<file path="src/design/rcbt_pkg.sv">
// Shared constants, codes and types of the reject-count block table.
package rcbt_pkg;

  localparam int unsigned ENTRIES = 16;
  localparam int unsigned IDX_W   = (ENTRIES > 1) ? $clog2(ENTRIES) : 1;

  localparam int unsigned ADDR_W  = 32;
  localparam int unsigned TIME_W  = 32;
  localparam int unsigned CNT_W   = 16;
  localparam int unsigned THR_W   = 16;
  localparam int unsigned RM_W    = 9;
  localparam int unsigned MODE_W  = 3;

  localparam int unsigned CFG_IDX_W = 1;
  localparam int unsigned CFG_W     = 32;

  localparam int unsigned IN_W  = 72;
  localparam int unsigned OUT_W = 32;

  localparam logic [MODE_W-1:0] MODE_RECORD = 3'd0;
  localparam logic [MODE_W-1:0] MODE_QUERY  = 3'd1;
  localparam logic [MODE_W-1:0] MODE_EXPIRE = 3'd2;
  localparam logic [MODE_W-1:0] MODE_DELETE = 3'd3;
  localparam logic [MODE_W-1:0] MODE_CLEAR  = 3'd4;

  localparam logic [CFG_IDX_W-1:0] CFG_THRESHOLD = 1'b0;
  localparam logic [CFG_IDX_W-1:0] CFG_PERIOD    = 1'b1;

  localparam logic [CNT_W-1:0] CNT_MAX = {CNT_W{1'b1}};

  typedef struct packed {
    logic [ADDR_W-1:0] address;
    logic [CNT_W-1:0]  count;
    logic              blocked;
    logic [TIME_W-1:0] block_start;
    logic [TIME_W-1:0] last_reject;
  } entry_t;

  // controller -> datapath
  typedef struct packed {
    logic             start;   // request taken, latch it and clear scan state
    logic             scan;    // visit entry at ptr
    logic [IDX_W-1:0] ptr;
    logic             act;     // apply update and load the result register
  } cmd_t;

  // datapath -> controller
  typedef struct packed {
    logic out_free;
  } status_t;

endpackage

</file>
<file path="src/design/reject_count_ip_block_table_unit.sv">
// Top level of the reject-count IPv4 block table.
// A request is handled in steps: the request is taken, every table entry is scanned in turn on
// the single entry read port, then a finish step writes the result once the output register is free.
// A new request is taken only after the previous one has finished; it is taken while the
// previous result still waits in the output register.
// Reset: asynchronous, active low; table empty, threshold and period zero, no result pending.
module reject_count_ip_block_table_unit (
  input  logic                           clk_i,
  input  logic                           rst_ni,
  input  logic                           cfg_we_i,
  input  logic [rcbt_pkg::CFG_IDX_W-1:0] cfg_idx_i,
  input  logic [rcbt_pkg::CFG_W-1:0]     cfg_wdata_i,
  input  logic                           s_axis_tvalid,
  output logic                           s_axis_tready,
  // [2:0] mode, [34:3] peer_address, [66:35] current_time, [71:67] zero
  input  logic [rcbt_pkg::IN_W-1:0]      s_axis_tdata,
  output logic                           m_axis_tvalid,
  input  logic                           m_axis_tready,
  // [0] found, [1] blocked, [17:2] reject_count, [18] dropped, [27:19] removed, [31:28] zero
  output logic [rcbt_pkg::OUT_W-1:0]     m_axis_tdata
);
  import rcbt_pkg::*;

  cmd_t    cmd;
  status_t status;

  logic             in_valid;
  logic             found, blocked, dropped;
  logic [CNT_W-1:0] count;
  logic [RM_W-1:0]  removed;

  assign in_valid = s_axis_tvalid;

  rcbt_ctrl u_ctrl (
    .clk_i      (clk_i),
    .rst_ni     (rst_ni),
    .in_valid_i (in_valid),
    .in_ready_o (s_axis_tready),
    .status_i   (status),
    .cmd_o      (cmd)
  );

  rcbt_datapath u_dp (
    .clk_i         (clk_i),
    .rst_ni        (rst_ni),
    .cfg_we_i      (cfg_we_i),
    .cfg_idx_i     (cfg_idx_i),
    .cfg_wdata_i   (cfg_wdata_i),
    .in_mode_i     (s_axis_tdata[2:0]),
    .in_addr_i     (s_axis_tdata[34:3]),
    .in_time_i     (s_axis_tdata[66:35]),
    .cmd_i         (cmd),
    .status_o      (status),
    .out_valid_o   (m_axis_tvalid),
    .out_ready_i   (m_axis_tready),
    .out_found_o   (found),
    .out_blocked_o (blocked),
    .out_count_o   (count),
    .out_dropped_o (dropped),
    .out_removed_o (removed)
  );

  assign m_axis_tdata = {4'b0000, removed, dropped, count, blocked, found};

endmodule

</file>
<file path="src/design/rcbt_ctrl.sv">
// Sequencer: takes a request, walks all entries, then finishes the request.
module rcbt_ctrl (
  input  logic            clk_i,
  input  logic            rst_ni,
  input  logic            in_valid_i,
  output logic            in_ready_o,
  input  rcbt_pkg::status_t status_i,
  output rcbt_pkg::cmd_t    cmd_o
);
  import rcbt_pkg::*;

  typedef enum logic [2:0] {
    ST_IDLE = 3'b001,
    ST_SCAN = 3'b010,
    ST_ACT  = 3'b100
  } state_e;

  state_e           state_q, state_d;
  logic [IDX_W-1:0] ptr_q, ptr_d;

  always_comb begin
    state_d   = state_q;
    ptr_d     = ptr_q;
    cmd_o     = '0;
    cmd_o.ptr = ptr_q;
    in_ready_o = 1'b0;
    unique case (state_q)
      ST_IDLE: begin
        in_ready_o = 1'b1;
        if (in_valid_i) begin
          cmd_o.start = 1'b1;
          ptr_d       = '0;
          state_d     = ST_SCAN;
        end
      end
      ST_SCAN: begin
        cmd_o.scan = 1'b1;
        if (ptr_q == IDX_W'(ENTRIES - 1)) begin
          state_d = ST_ACT;
        end else begin
          ptr_d = ptr_q + 1'b1;
        end
      end
      ST_ACT: begin
        if (status_i.out_free) begin
          cmd_o.act = 1'b1;
          state_d   = ST_IDLE;
        end
      end
      default: state_d = ST_IDLE;
    endcase
  end

  always_ff @(posedge clk_i or negedge rst_ni) begin
    if (!rst_ni) begin
      state_q <= ST_IDLE;
      ptr_q   <= '0;
    end else begin
      state_q <= state_d;
      ptr_q   <= ptr_d;
    end
  end

endmodule

</file>
<file path="src/design/rcbt_datapath.sv">
// Table storage, config registers, per-entry scan logic and result register.
module rcbt_datapath (
  input  logic                          clk_i,
  input  logic                          rst_ni,
  input  logic                          cfg_we_i,
  input  logic [rcbt_pkg::CFG_IDX_W-1:0] cfg_idx_i,
  input  logic [rcbt_pkg::CFG_W-1:0]    cfg_wdata_i,
  input  logic [rcbt_pkg::MODE_W-1:0]   in_mode_i,
  input  logic [rcbt_pkg::ADDR_W-1:0]   in_addr_i,
  input  logic [rcbt_pkg::TIME_W-1:0]   in_time_i,
  input  rcbt_pkg::cmd_t                cmd_i,
  output rcbt_pkg::status_t             status_o,
  output logic                          out_valid_o,
  input  logic                          out_ready_i,
  output logic                          out_found_o,
  output logic                          out_blocked_o,
  output logic [rcbt_pkg::CNT_W-1:0]    out_count_o,
  output logic                          out_dropped_o,
  output logic [rcbt_pkg::RM_W-1:0]     out_removed_o
);
  import rcbt_pkg::*;

  logic [THR_W-1:0]  thr_q;
  logic [TIME_W-1:0] period_q;

  logic [ENTRIES-1:0] valid_q;
  entry_t             tbl_q [ENTRIES];

  logic [MODE_W-1:0] mode_q;
  logic [ADDR_W-1:0] addr_q;
  logic [TIME_W-1:0] time_q;

  logic             match_q, free_q;
  logic [IDX_W-1:0] match_idx_q, free_idx_q;
  logic [RM_W-1:0]  rm_q;

  logic             ovalid_q;
  logic             found_q, blocked_q, dropped_q;
  logic [CNT_W-1:0] count_q;
  logic [RM_W-1:0]  removed_q;

  // single read port: scan pointer while walking, chosen slot afterwards
  logic [IDX_W-1:0] rd_idx, sel_idx;
  entry_t           rd;
  logic             rd_valid;

  assign sel_idx  = match_q ? match_idx_q : free_idx_q;
  assign rd_idx   = cmd_i.scan ? cmd_i.ptr : sel_idx;
  assign rd       = tbl_q[rd_idx];
  assign rd_valid = valid_q[rd_idx];

  // scan-side evaluation
  logic              s_match, s_eff_blk, s_expire, s_drop;
  logic [TIME_W-1:0] s_stamp, s_age;

  always_comb begin
    s_match   = rd_valid && (rd.address == addr_q);
    s_eff_blk = rd.blocked && (rd.count >= thr_q);
    s_stamp   = s_eff_blk ? rd.block_start : rd.last_reject;
    s_age     = time_q - s_stamp;
    s_expire  = s_age >= period_q;
    case (mode_q)
      MODE_EXPIRE: s_drop = rd_valid && s_expire;
      MODE_CLEAR:  s_drop = rd_valid;
      default:     s_drop = 1'b0;
    endcase
  end

  // finish-side evaluation
  logic [CNT_W-1:0] inc;
  logic             inc_hit;
  logic             wr_en, set_valid, clr_valid;
  entry_t           wr;
  logic             r_found, r_blk, r_drop;
  logic [CNT_W-1:0] r_cnt;
  logic [RM_W-1:0]  r_rm;

  always_comb begin
    inc       = (rd.count == CNT_MAX) ? rd.count : rd.count + 1'b1;
    inc_hit   = inc >= thr_q;
    wr_en     = 1'b0;
    set_valid = 1'b0;
    clr_valid = 1'b0;
    wr        = rd;
    r_found   = 1'b0;
    r_blk     = 1'b0;
    r_drop    = 1'b0;
    r_cnt     = '0;
    r_rm      = '0;
    case (mode_q)
      MODE_RECORD: begin
        if (thr_q == '0) begin
          // recording disabled: report like a query, no update
          if (match_q) begin
            r_found = 1'b1;
            r_blk   = rd.blocked;
            r_cnt   = rd.count;
          end
        end else if (match_q) begin
          wr_en          = 1'b1;
          wr.count       = inc;
          wr.last_reject = time_q;
          if (inc_hit && !rd.blocked) begin
            wr.blocked     = 1'b1;
            wr.block_start = time_q;
          end
          r_found = 1'b1;
          r_blk   = inc_hit;
          r_cnt   = inc;
        end else if (free_q) begin
          wr_en          = 1'b1;
          set_valid      = 1'b1;
          wr.address     = addr_q;
          wr.count       = CNT_W'(1);
          wr.blocked     = (thr_q == THR_W'(1));
          wr.block_start = (thr_q == THR_W'(1)) ? time_q : '0;
          wr.last_reject = time_q;
          r_blk          = (thr_q == THR_W'(1));
          r_cnt          = CNT_W'(1);
        end else begin
          r_drop = 1'b1;
        end
      end
      MODE_QUERY: begin
        if (match_q) begin
          r_found = 1'b1;
          r_blk   = rd.blocked && (rd.count >= thr_q);
          r_cnt   = rd.count;
        end
      end
      MODE_DELETE: begin
        if (match_q) begin
          clr_valid = 1'b1;
          r_found   = 1'b1;
          r_rm      = RM_W'(1);
        end
      end
      MODE_EXPIRE, MODE_CLEAR: r_rm = rm_q;
      default: ;
    endcase
  end

  // config, valid bits and scan bookkeeping
  always_ff @(posedge clk_i or negedge rst_ni) begin
    if (!rst_ni) begin
      thr_q       <= '0;
      period_q    <= '0;
      valid_q     <= '0;
      match_q     <= 1'b0;
      free_q      <= 1'b0;
      match_idx_q <= '0;
      free_idx_q  <= '0;
      rm_q        <= '0;
      ovalid_q    <= 1'b0;
    end else begin
      if (cfg_we_i) begin
        unique case (cfg_idx_i)
          CFG_THRESHOLD: begin
            thr_q <= cfg_wdata_i[THR_W-1:0];
            if (cfg_wdata_i[THR_W-1:0] == '0) valid_q <= '0;
          end
          CFG_PERIOD: period_q <= cfg_wdata_i[TIME_W-1:0];
          default: ;
        endcase
      end
      if (cmd_i.start) begin
        match_q <= 1'b0;
        free_q  <= 1'b0;
        rm_q    <= '0;
      end
      if (cmd_i.scan) begin
        if (!match_q && s_match) begin
          match_q     <= 1'b1;
          match_idx_q <= cmd_i.ptr;
        end
        if (!free_q && !rd_valid) begin
          free_q     <= 1'b1;
          free_idx_q <= cmd_i.ptr;
        end
        if (s_drop) begin
          valid_q[cmd_i.ptr] <= 1'b0;
          rm_q               <= rm_q + 1'b1;
        end
      end
      if (cmd_i.act) begin
        if (set_valid) valid_q[sel_idx] <= 1'b1;
        if (clr_valid) valid_q[sel_idx] <= 1'b0;
      end
      if (cmd_i.act) begin
        ovalid_q <= 1'b1;
      end else if (out_ready_i) begin
        ovalid_q <= 1'b0;
      end
    end
  end

  // payload registers
  always_ff @(posedge clk_i) begin
    if (cmd_i.start) begin
      mode_q <= in_mode_i;
      addr_q <= in_addr_i;
      time_q <= in_time_i;
    end
    if (cmd_i.act && wr_en) begin
      tbl_q[sel_idx] <= wr;
    end
    if (cmd_i.act) begin
      found_q   <= r_found;
      blocked_q <= r_blk;
      count_q   <= r_cnt;
      dropped_q <= r_drop;
      removed_q <= r_rm;
    end
  end

  assign status_o.out_free = !ovalid_q || out_ready_i;

  assign out_valid_o   = ovalid_q;
  assign out_found_o   = found_q;
  assign out_blocked_o = blocked_q;
  assign out_count_o   = count_q;
  assign out_dropped_o = dropped_q;
  assign out_removed_o = removed_q;

endmodule
</file>
<file path="config.mk">
export PLATFORM = sky130hd
export DESIGN_NAME = reject_count_ip_block_table_unit
export DESIGN_NICKNAME = d
export VERILOG_FILES = /design/src/design/rcbt_pkg.sv /design/src/design/reject_count_ip_block_table_unit.sv /design/src/design/rcbt_ctrl.sv /design/src/design/rcbt_datapath.sv
export SDC_FILE = /design/constraint.sdc
export NUM_CORES = 2
export LEC_CHECK = 0
export ABC_CLOCK_PERIOD_IN_PS = 13200
export BUFFER_PORTS_ARGS = -buffer_cell sky130_fd_sc_hd__buf_4
export CORE_MARGIN = 4
export CORE_UTILIZATION = 34
export DETAILED_ROUTE_END_ITERATION = 10
export PLACE_DENSITY = 0.58
export SLEW_MARGIN = 20
export SYNTH_ARGS = -nofsm -noshare
export SYNTH_HDL_FRONTEND = slang
export SYNTH_SLANG_ARGS = --single-unit
</file>
<file path="constraint.sdc">
create_clock -name clk_i -period 13.2 [get_ports clk_i]
set_input_delay 2.64 -clock clk_i [delete_from_list [all_inputs] [get_ports clk_i]]
set_output_delay 2.64 -clock clk_i [all_outputs]
set_load 0.05 [all_outputs]
</file>
# Word level (Yosys, flattened, before mapping)
# Memories as Yosys holds them, arrays and structs flattened.
# Cells that the tools add are included.
[classes] add_sub_neg=4 mul=0 div=0 order_cmp=8 n_eq_ne=15 shifts=0 mux=76 bitwise_logic=7 reduce_logical=29
[ops] operator="113-bit 2-to-1 mux" count=3
[ops] operator="16-bit 2-to-1 mux" count=13
[ops] operator="32-bit 2-to-1 mux" count=3
[ops] operator="81-bit 2-to-1 mux" count=1
[ops] operator="1-bit 2-to-1 mux" count=36
[ops] operator="33-bit 2-to-1 mux" count=1
[ops] operator="16-bit bitwise AND" count=2
[ops] operator="32-bit == test" count=1
[ops] operator="16-bit greater-or-equal comparator" count=2
[ops] operator="32-bit greater-or-equal comparator" count=1
[ops] operator="16-bit logical NOT" count=2
[ops] operator="16-bit inverter" count=2
[ops] operator="16-bit one-hot mux with 2 select lines" count=1
[ops] operator="32-bit subtractor" count=1
[ops] operator="9-bit 2-to-1 mux" count=3
[ops] operator="9-bit one-hot mux with 2 select lines" count=1
[ops] operator="16-bit by 1-bit adder with 16-bit output, second input constant" count=1
[ops] operator="16-bit by 1-bit == test with 1-bit output, second input constant" count=1
[ops] operator="16-bit == test, second input constant" count=1
[ops] operator="4-bit 2-to-1 mux" count=4
[ops] operator="16-bit OR" count=1
[ops] operator="4-bit by 5-bit less-than comparator with 1-bit output, second input constant" count=3
[ops] operator="9-bit by 1-bit adder with 9-bit output, second input constant" count=1
[ops] operator="3-bit by 2-bit == test with 1-bit output, second input constant" count=3
[ops] operator="23 further kinds" count=51
[word_totals] reg_bits=186 latchBits=0 mem_bits_rw=1808 romBits=0 in_bits=110 output_inout_bits=34 elab_cells=159 mem_count=1
[memory_table] memory="u_dp.tbl_q" depth=16 word_bits=113 rd=1 rd_ports_with_merged_regs=0 write_ports=1 line="rcbt_datapath.sv:27" source="entry_t tbl_q [ENTRIES];"

# Longest topological paths before layout
# An unclocked memory read counts as a cell.
[logic_depth] word_depth=19 depth_mapped=51 mapped_depth_nobuf=41

# Cells and area by module
# Synthesis repeated with hierarchy kept, for this count alone.
[hier_totals] hier_cells=5034 hier_area_um2=84230.8
[modules_own_cells] module="rcbt_datapath" n_inst=1 cells_per_inst=4989 area_per_inst_um2=83791.6 seq_area_each_um2=59246.8
[modules_own_cells] module="rcbt_ctrl" n_inst=1 cells_per_inst=37 area_per_inst_um2=382.9 seq_area_each_um2=176.4
[modules_own_cells] module="reject_count_ip_block_table_unit" n_inst=1 cells_per_inst=8 area_per_inst_um2=56.3 seq_area_each_um2=0.0

# Worst setup path after synthesis
# No wires, ideal clock.
[synth_path] kind="input -> register" from="in m_axis_tready" to="mem u_dp.tbl_q[11][0] (netlist name) (enable)" setup_ps=723 arrival_ps=11619 required_time_ps=12477 path_slack_ps=858 path_stages=4 n_path_buf=0 path_cell_list="nand2b_1 > and3_1 > nand2_1 > nor3_1"
[synth_rtl] item="start: declaration" line="reject_count_ip_block_table_unit.sv:18" source="input logic m_axis_tready,"
[synth_rtl] item="end: declaration" line="rcbt_datapath.sv:27"

# Worst setup path after layout
[layout_path] from="reg u_ctrl.ptr_q[3]" to="reg u_dp.valid_q[14]"
[layout_between] elab_chain_cells=17 word_cells_on_any_way=26 classes_between="add/sub: 1; order compare: 4; mux: 13; bitwise: 4; reduce/logical: 3; memory: 1"
[layout_rtl] item="start: declaration" line="rcbt_ctrl.sv:19" source="logic [IDX_W-1:0] ptr_q, ptr_d;"
[layout_rtl] item="start signal: assignment" line="rcbt_ctrl.sv:60" source="ptr_q <= ptr_d;"
[layout_rtl] item="4-bit 2-to-1 mux" line="rcbt_datapath.sv:48" source="assign rd_idx = cmd_i.scan ? cmd_i.ptr : sel_idx;"
[layout_rtl] item="memory read 16 x 113 bit"
[layout_rtl] item="16-bit greater-or-equal comparator" line="rcbt_datapath.sv:58" source="s_eff_blk = rd.blocked && (rd.count >= thr_q);"
[layout_rtl] item="1-bit logical AND" line="rcbt_datapath.sv:58"
[layout_rtl] item="32-bit 2-to-1 mux" line="rcbt_datapath.sv:59" source="s_stamp = s_eff_blk ? rd.block_start : rd.last_reject;"
[layout_rtl] item="32-bit subtractor" line="rcbt_datapath.sv:60" source="s_age = time_q - s_stamp;"
[layout_rtl] item="32-bit greater-or-equal comparator" line="rcbt_datapath.sv:61" source="s_expire = s_age >= period_q;"
[layout_rtl] item="1-bit logical AND" line="rcbt_datapath.sv:63" source="MODE_EXPIRE: s_drop = rd_valid && s_expire;"
[layout_rtl] item="1-bit one-hot mux with 2 select lines" line="rcbt_datapath.sv:62" source="case (mode_q)"
[layout_rtl] item="16-bit 2-to-1 mux *" line="rcbt_datapath.sv:180" source="if (s_drop) begin"
[layout_rtl] item="16-bit 2-to-1 mux *" line="rcbt_datapath.sv:171" source="if (cmd_i.scan) begin"
[layout_rtl] item="16-bit OR (no line)"
[layout_rtl] item="16-bit 2-to-1 mux" line="rcbt_datapath.sv:186" source="if (set_valid) valid_q[sel_idx] <= 1'b1;"
[layout_rtl] item="16-bit 2-to-1 mux" line="rcbt_datapath.sv:185" source="if (cmd_i.act) begin"
[layout_rtl] item="16-bit bitwise AND (no line)"
[layout_rtl] item="16-bit 2-to-1 mux" line="rcbt_datapath.sv:187" source="if (clr_valid) valid_q[sel_idx] <= 1'b0;"
[layout_rtl] item="16-bit 2-to-1 mux *" line="rcbt_datapath.sv:185"
[layout_rtl] item="end signal: indexed assignment" line="rcbt_datapath.sv:181" source="valid_q[cmd_i.ptr] <= 1'b0;"
[layout_rtl] item="end signal: indexed assignment" line="rcbt_datapath.sv:186"
[layout_rtl] item="end signal: indexed assignment" line="rcbt_datapath.sv:187"
[layout_rtl] item="end: declaration" line="rcbt_datapath.sv:26" source="logic [ENTRIES-1:0] valid_q;"
# Mark *: on every way between the ends. The rest lies on a longest branch, timed or not. The select of a mux whose other input is x is not followed.
# A chain may end at the register's enable or synchronous reset.

==> metrics.txt <==
setup ws final 1.91 ns; All-Layer GR Usage a little under a fifth; core box area 0.247 mm²; Final Max Slew Viols 0; Die Span Y between 500 and 600 µm; largest net degree at the start of global routing about 170; Post-synth EDFFs 1903; Hold Crit Class reg2reg; Net Sw Frac 38.6%; final setup fails 0; gr busiest metal met2; Post-Layout Cell Count about 10000; Avg WL per Cell 23.6 µm; cell row count 182; ratio of cells with drive above 1 in the final layout 9.98%; Worst-Margin Slew 1.14 ns; crit-path max cell delay 0.82 ns; post-cts sizing count 0; P per Cell Area around 270 mW/mm²; placed cells 9820; Die X-Extent 506 µm; Root Driver clkbuf_16; status finished, final reports clean; Cells after Synth 6644; vias in the first global route 52800; CP startpoint kind register; Max Root-Sink Buffers 3; #FFs+latches synth 1994; Core Util, Final 38.9%; CP arrival about 12 ns; Crit path required time 13.94 ns; full die area between 0.2 and 0.3 mm²; syn_area_per_cell 12.7 µm²; fin nets 6929; fin crit period 11.29 ns; Total Wirelength between 200000 and 250000 µm; Routed Antenna Nets 0; NetSw approximately 10 mW; Achievable Freq roughly 0.089 GHz; initial antenna violation count 9; register area share after synthesis 70.4%; CP endpoint u_dp.valid_q[14]; CTS tree built; internal power 15.7 mW; 1st-pass router iterations 6; VDD IR max 0.168 mV; final hold violation count 0; R2R Path Start u_ctrl.ptr_q[3]; sequential share of power 36.2%; reg2reg path depth 37; Post-DP HPWL between 100000 and 150000 µm; maxcap violations 0; PortBufs 134; Placement Setup Slack 2.02 ns; io pins 144; Reg clk slew, reported paths about 0.060 ns; combinational share of power 41.4%; slew margin rel. about 23%; predominant post-synthesis flop cell edfxtp_1; initial drt markers 6072; ys async rst share 4.56%; slowest stage cell, crit path a2111oi_0; met1 Resource Use GR 25.2%; unrepaired setup endpoints after global routing false; M3 GR Usage roughly 2.5%; worst skew pair latency 0.87 ns; Placer Congestion ~0.85; total grt overflow 0; starting density of the core 34.2%; Overall Power approximately 26 mW; CTS Buf Count 207; crit-path max FO 26; M2 GR Usage 29.8%; r2r endpoint u_dp.valid_q[14]; Worst R2R Setup Slack 1.91 ns; fin crit share 85.5%; Clock Power Share 22.4%; # hold bufs at CTS 0; via/cell ratio around 5.4; global-route wire length before repair around 350000 µm; most used cell, CP a21o_1; Cell variety after synth 91; CP Class reg2reg; Hold Crit Start u_dp.rm_q[8]; routed via count between 50000 and 60000; element type at the critical path end register; Lkg Pwr approximately 33 nW; H-tree depth 4; Area Growth Syn to Fin 13.6%; Setup Skew 0.102 ns; CP Launch Point u_ctrl.ptr_q[3]; Post-Syn Area 0.0844 mm²; CTS Sinks 1994; DRC errors left 0; yosys synthesis warning count 0; total negative slack 0 ns; Post-CTS Setup Bufs 0
## synth_stat cells (50+ instances only)
| library cell | n | share of area, % |
|---|---|---|
| edfxtp_1 | 1903 | 68 |
| nand2_1 | 1813 | 8.1 |
| nand3_1 | 848 | 5.0 |
| clkbuf_1 | 217 | 0.96 |
| mux2i_1 | 187 | 2.2 |
| a311oi_1 | 137 | 1.4 |
| a21oi_1 | 111 | 0.66 |
| buf_2 | 110 | 0.65 |
| and3_1 | 104 | 0.77 |
| ha_1 | 101 | 1.5 |
| a31oi_1 | 94 | 0.70 |
| o21ai_0 | 91 | 0.54 |
| dfrtp_1 | 90 | 2.7 |
| nor2_1 | 90 | 0.40 |
| inv_1 | 80 | 0.36 |
| mux2_2 | 50 | 0.67 |
## state kept, by name (all words and copies together) (netlist names), 9 cells and up
signal              cells
u_dp.period_q          32
u_dp.out_removed_o      9
u_dp.addr_q            32
u_dp.time_q            32
u_dp.rm_q               9
u_dp.out_count_o       16
u_dp.tbl_q           1808
u_dp.thr_q             16
u_dp.valid_q           16
## worst min-delay path by stage
stage                         to  slack, ns  cells past startpoint
floorplan           u_dp.rm_q[8]       0.44                      1
global placement    u_dp.rm_q[8]       0.46                      1
detailed placement  u_dp.rm_q[8]       0.47                      1
CTS                 u_dp.rm_q[8]       0.47                      1
global route        u_dp.rm_q[8]       0.50                      1
finish              u_dp.rm_q[8]       0.47                      1
## placed cells by master (no fill, tap or decap), types with 23 or more instances in the layout
cell	instances
mux2_2	50
a311oi_1	137
buf_4	266
clkinv_2	27
a21oi_1	110
a31oi_1	93
a22o_1	35
nor2_1	74
xor2_1	27
and3_1	103
clkbuf_1	65
o211ai_1	31
mux2i_1	187
nor3_1	33
dfrtp_1	89
ha_1	101
inv_1	79
a21o_1	35
clkbuf_16	209
clkinv_1	34
o21ai_0	91
nand2_1	1812
nand3_1	847
a22oi_1	23
edfxtp_1	1903
xnor2_1	44
nand4_1	31
## power groups by stage
stage,Sequential [mW],Clock [mW],Combinational (mW)
after global routing,9.26,6.08,11.7
after global placement,9.38,0,10.2
after floorplan,9.30,0,7.30
after detailed placement,9.38,0,10.5
after CTS,9.25,5.82,10.5
final,9.26,5.71,10.6
## cell families (layout without fill, tap and decap cells)
| group | count (synthesis) | count (layout) | synth area share, % |
|---|---|---|---|
| buffers and inverters | 503 | 748 | 2.77 |
| XOR/XNOR | 71 | 71 | 0.737 |
| AO/OA/AOI/OAI | 698 | 698 | 5.96 |
| AND/OR/NAND/NOR | 3033 | 3033 | 15.7 |
| other | 1 | 6 | 0.00444 |
| multiplexers | 242 | 242 | 2.96 |
| adder cells (fa/ha/maj) | 102 | 102 | 1.52 |
| flip-flops | 1994 | 1994 | 70.4 |
## stage by stage
step | hold slack, ns | instance area, µm²
2_1_floorplan | 0.437 | 84400
3_3_place_gp | 0.458 | 89100
3_5_place_dp | 0.465 | 89200
4_1_cts | 0.473 | 95900
5_1_grt | 0.500 | 95900
6_report | 0.469 | 95900
## worst max-delay path, delay by kind of cell, from the launching register on
family | cells | cell delay, ns
AO/OA/AOI/OAI | 17 | 4.84
flip-flops | 1 | 0.61
AND/OR/NAND/NOR | 9 | 2.32
buffers and inverters | 4 | 1.57
XOR/XNOR | 1 | 0.11
multiplexers | 3 | 0.65
adder cells (fa/ha/maj) | 3 | 0.98
## per-layer routing
metal	wire length (µm)	vias to the layer above
li1	-	24700
met1	104000	27500
met2	114000	2130
met3	16600	396
met4	6940	0
met5	0	-
## area by class of cell
class                   instances  area, µm²
flip-flops and latches       1994      59400
diodes                          2       5.00
repair buffers                284       2360
clock buffers                 289       5680
multi-input cells            4150      22900
fillers                     23000     151000
inverters                      80        303
clock inverters                95       1020
well taps                    3312       4140
Note: power is estimated with default switching activity, not from simulation.
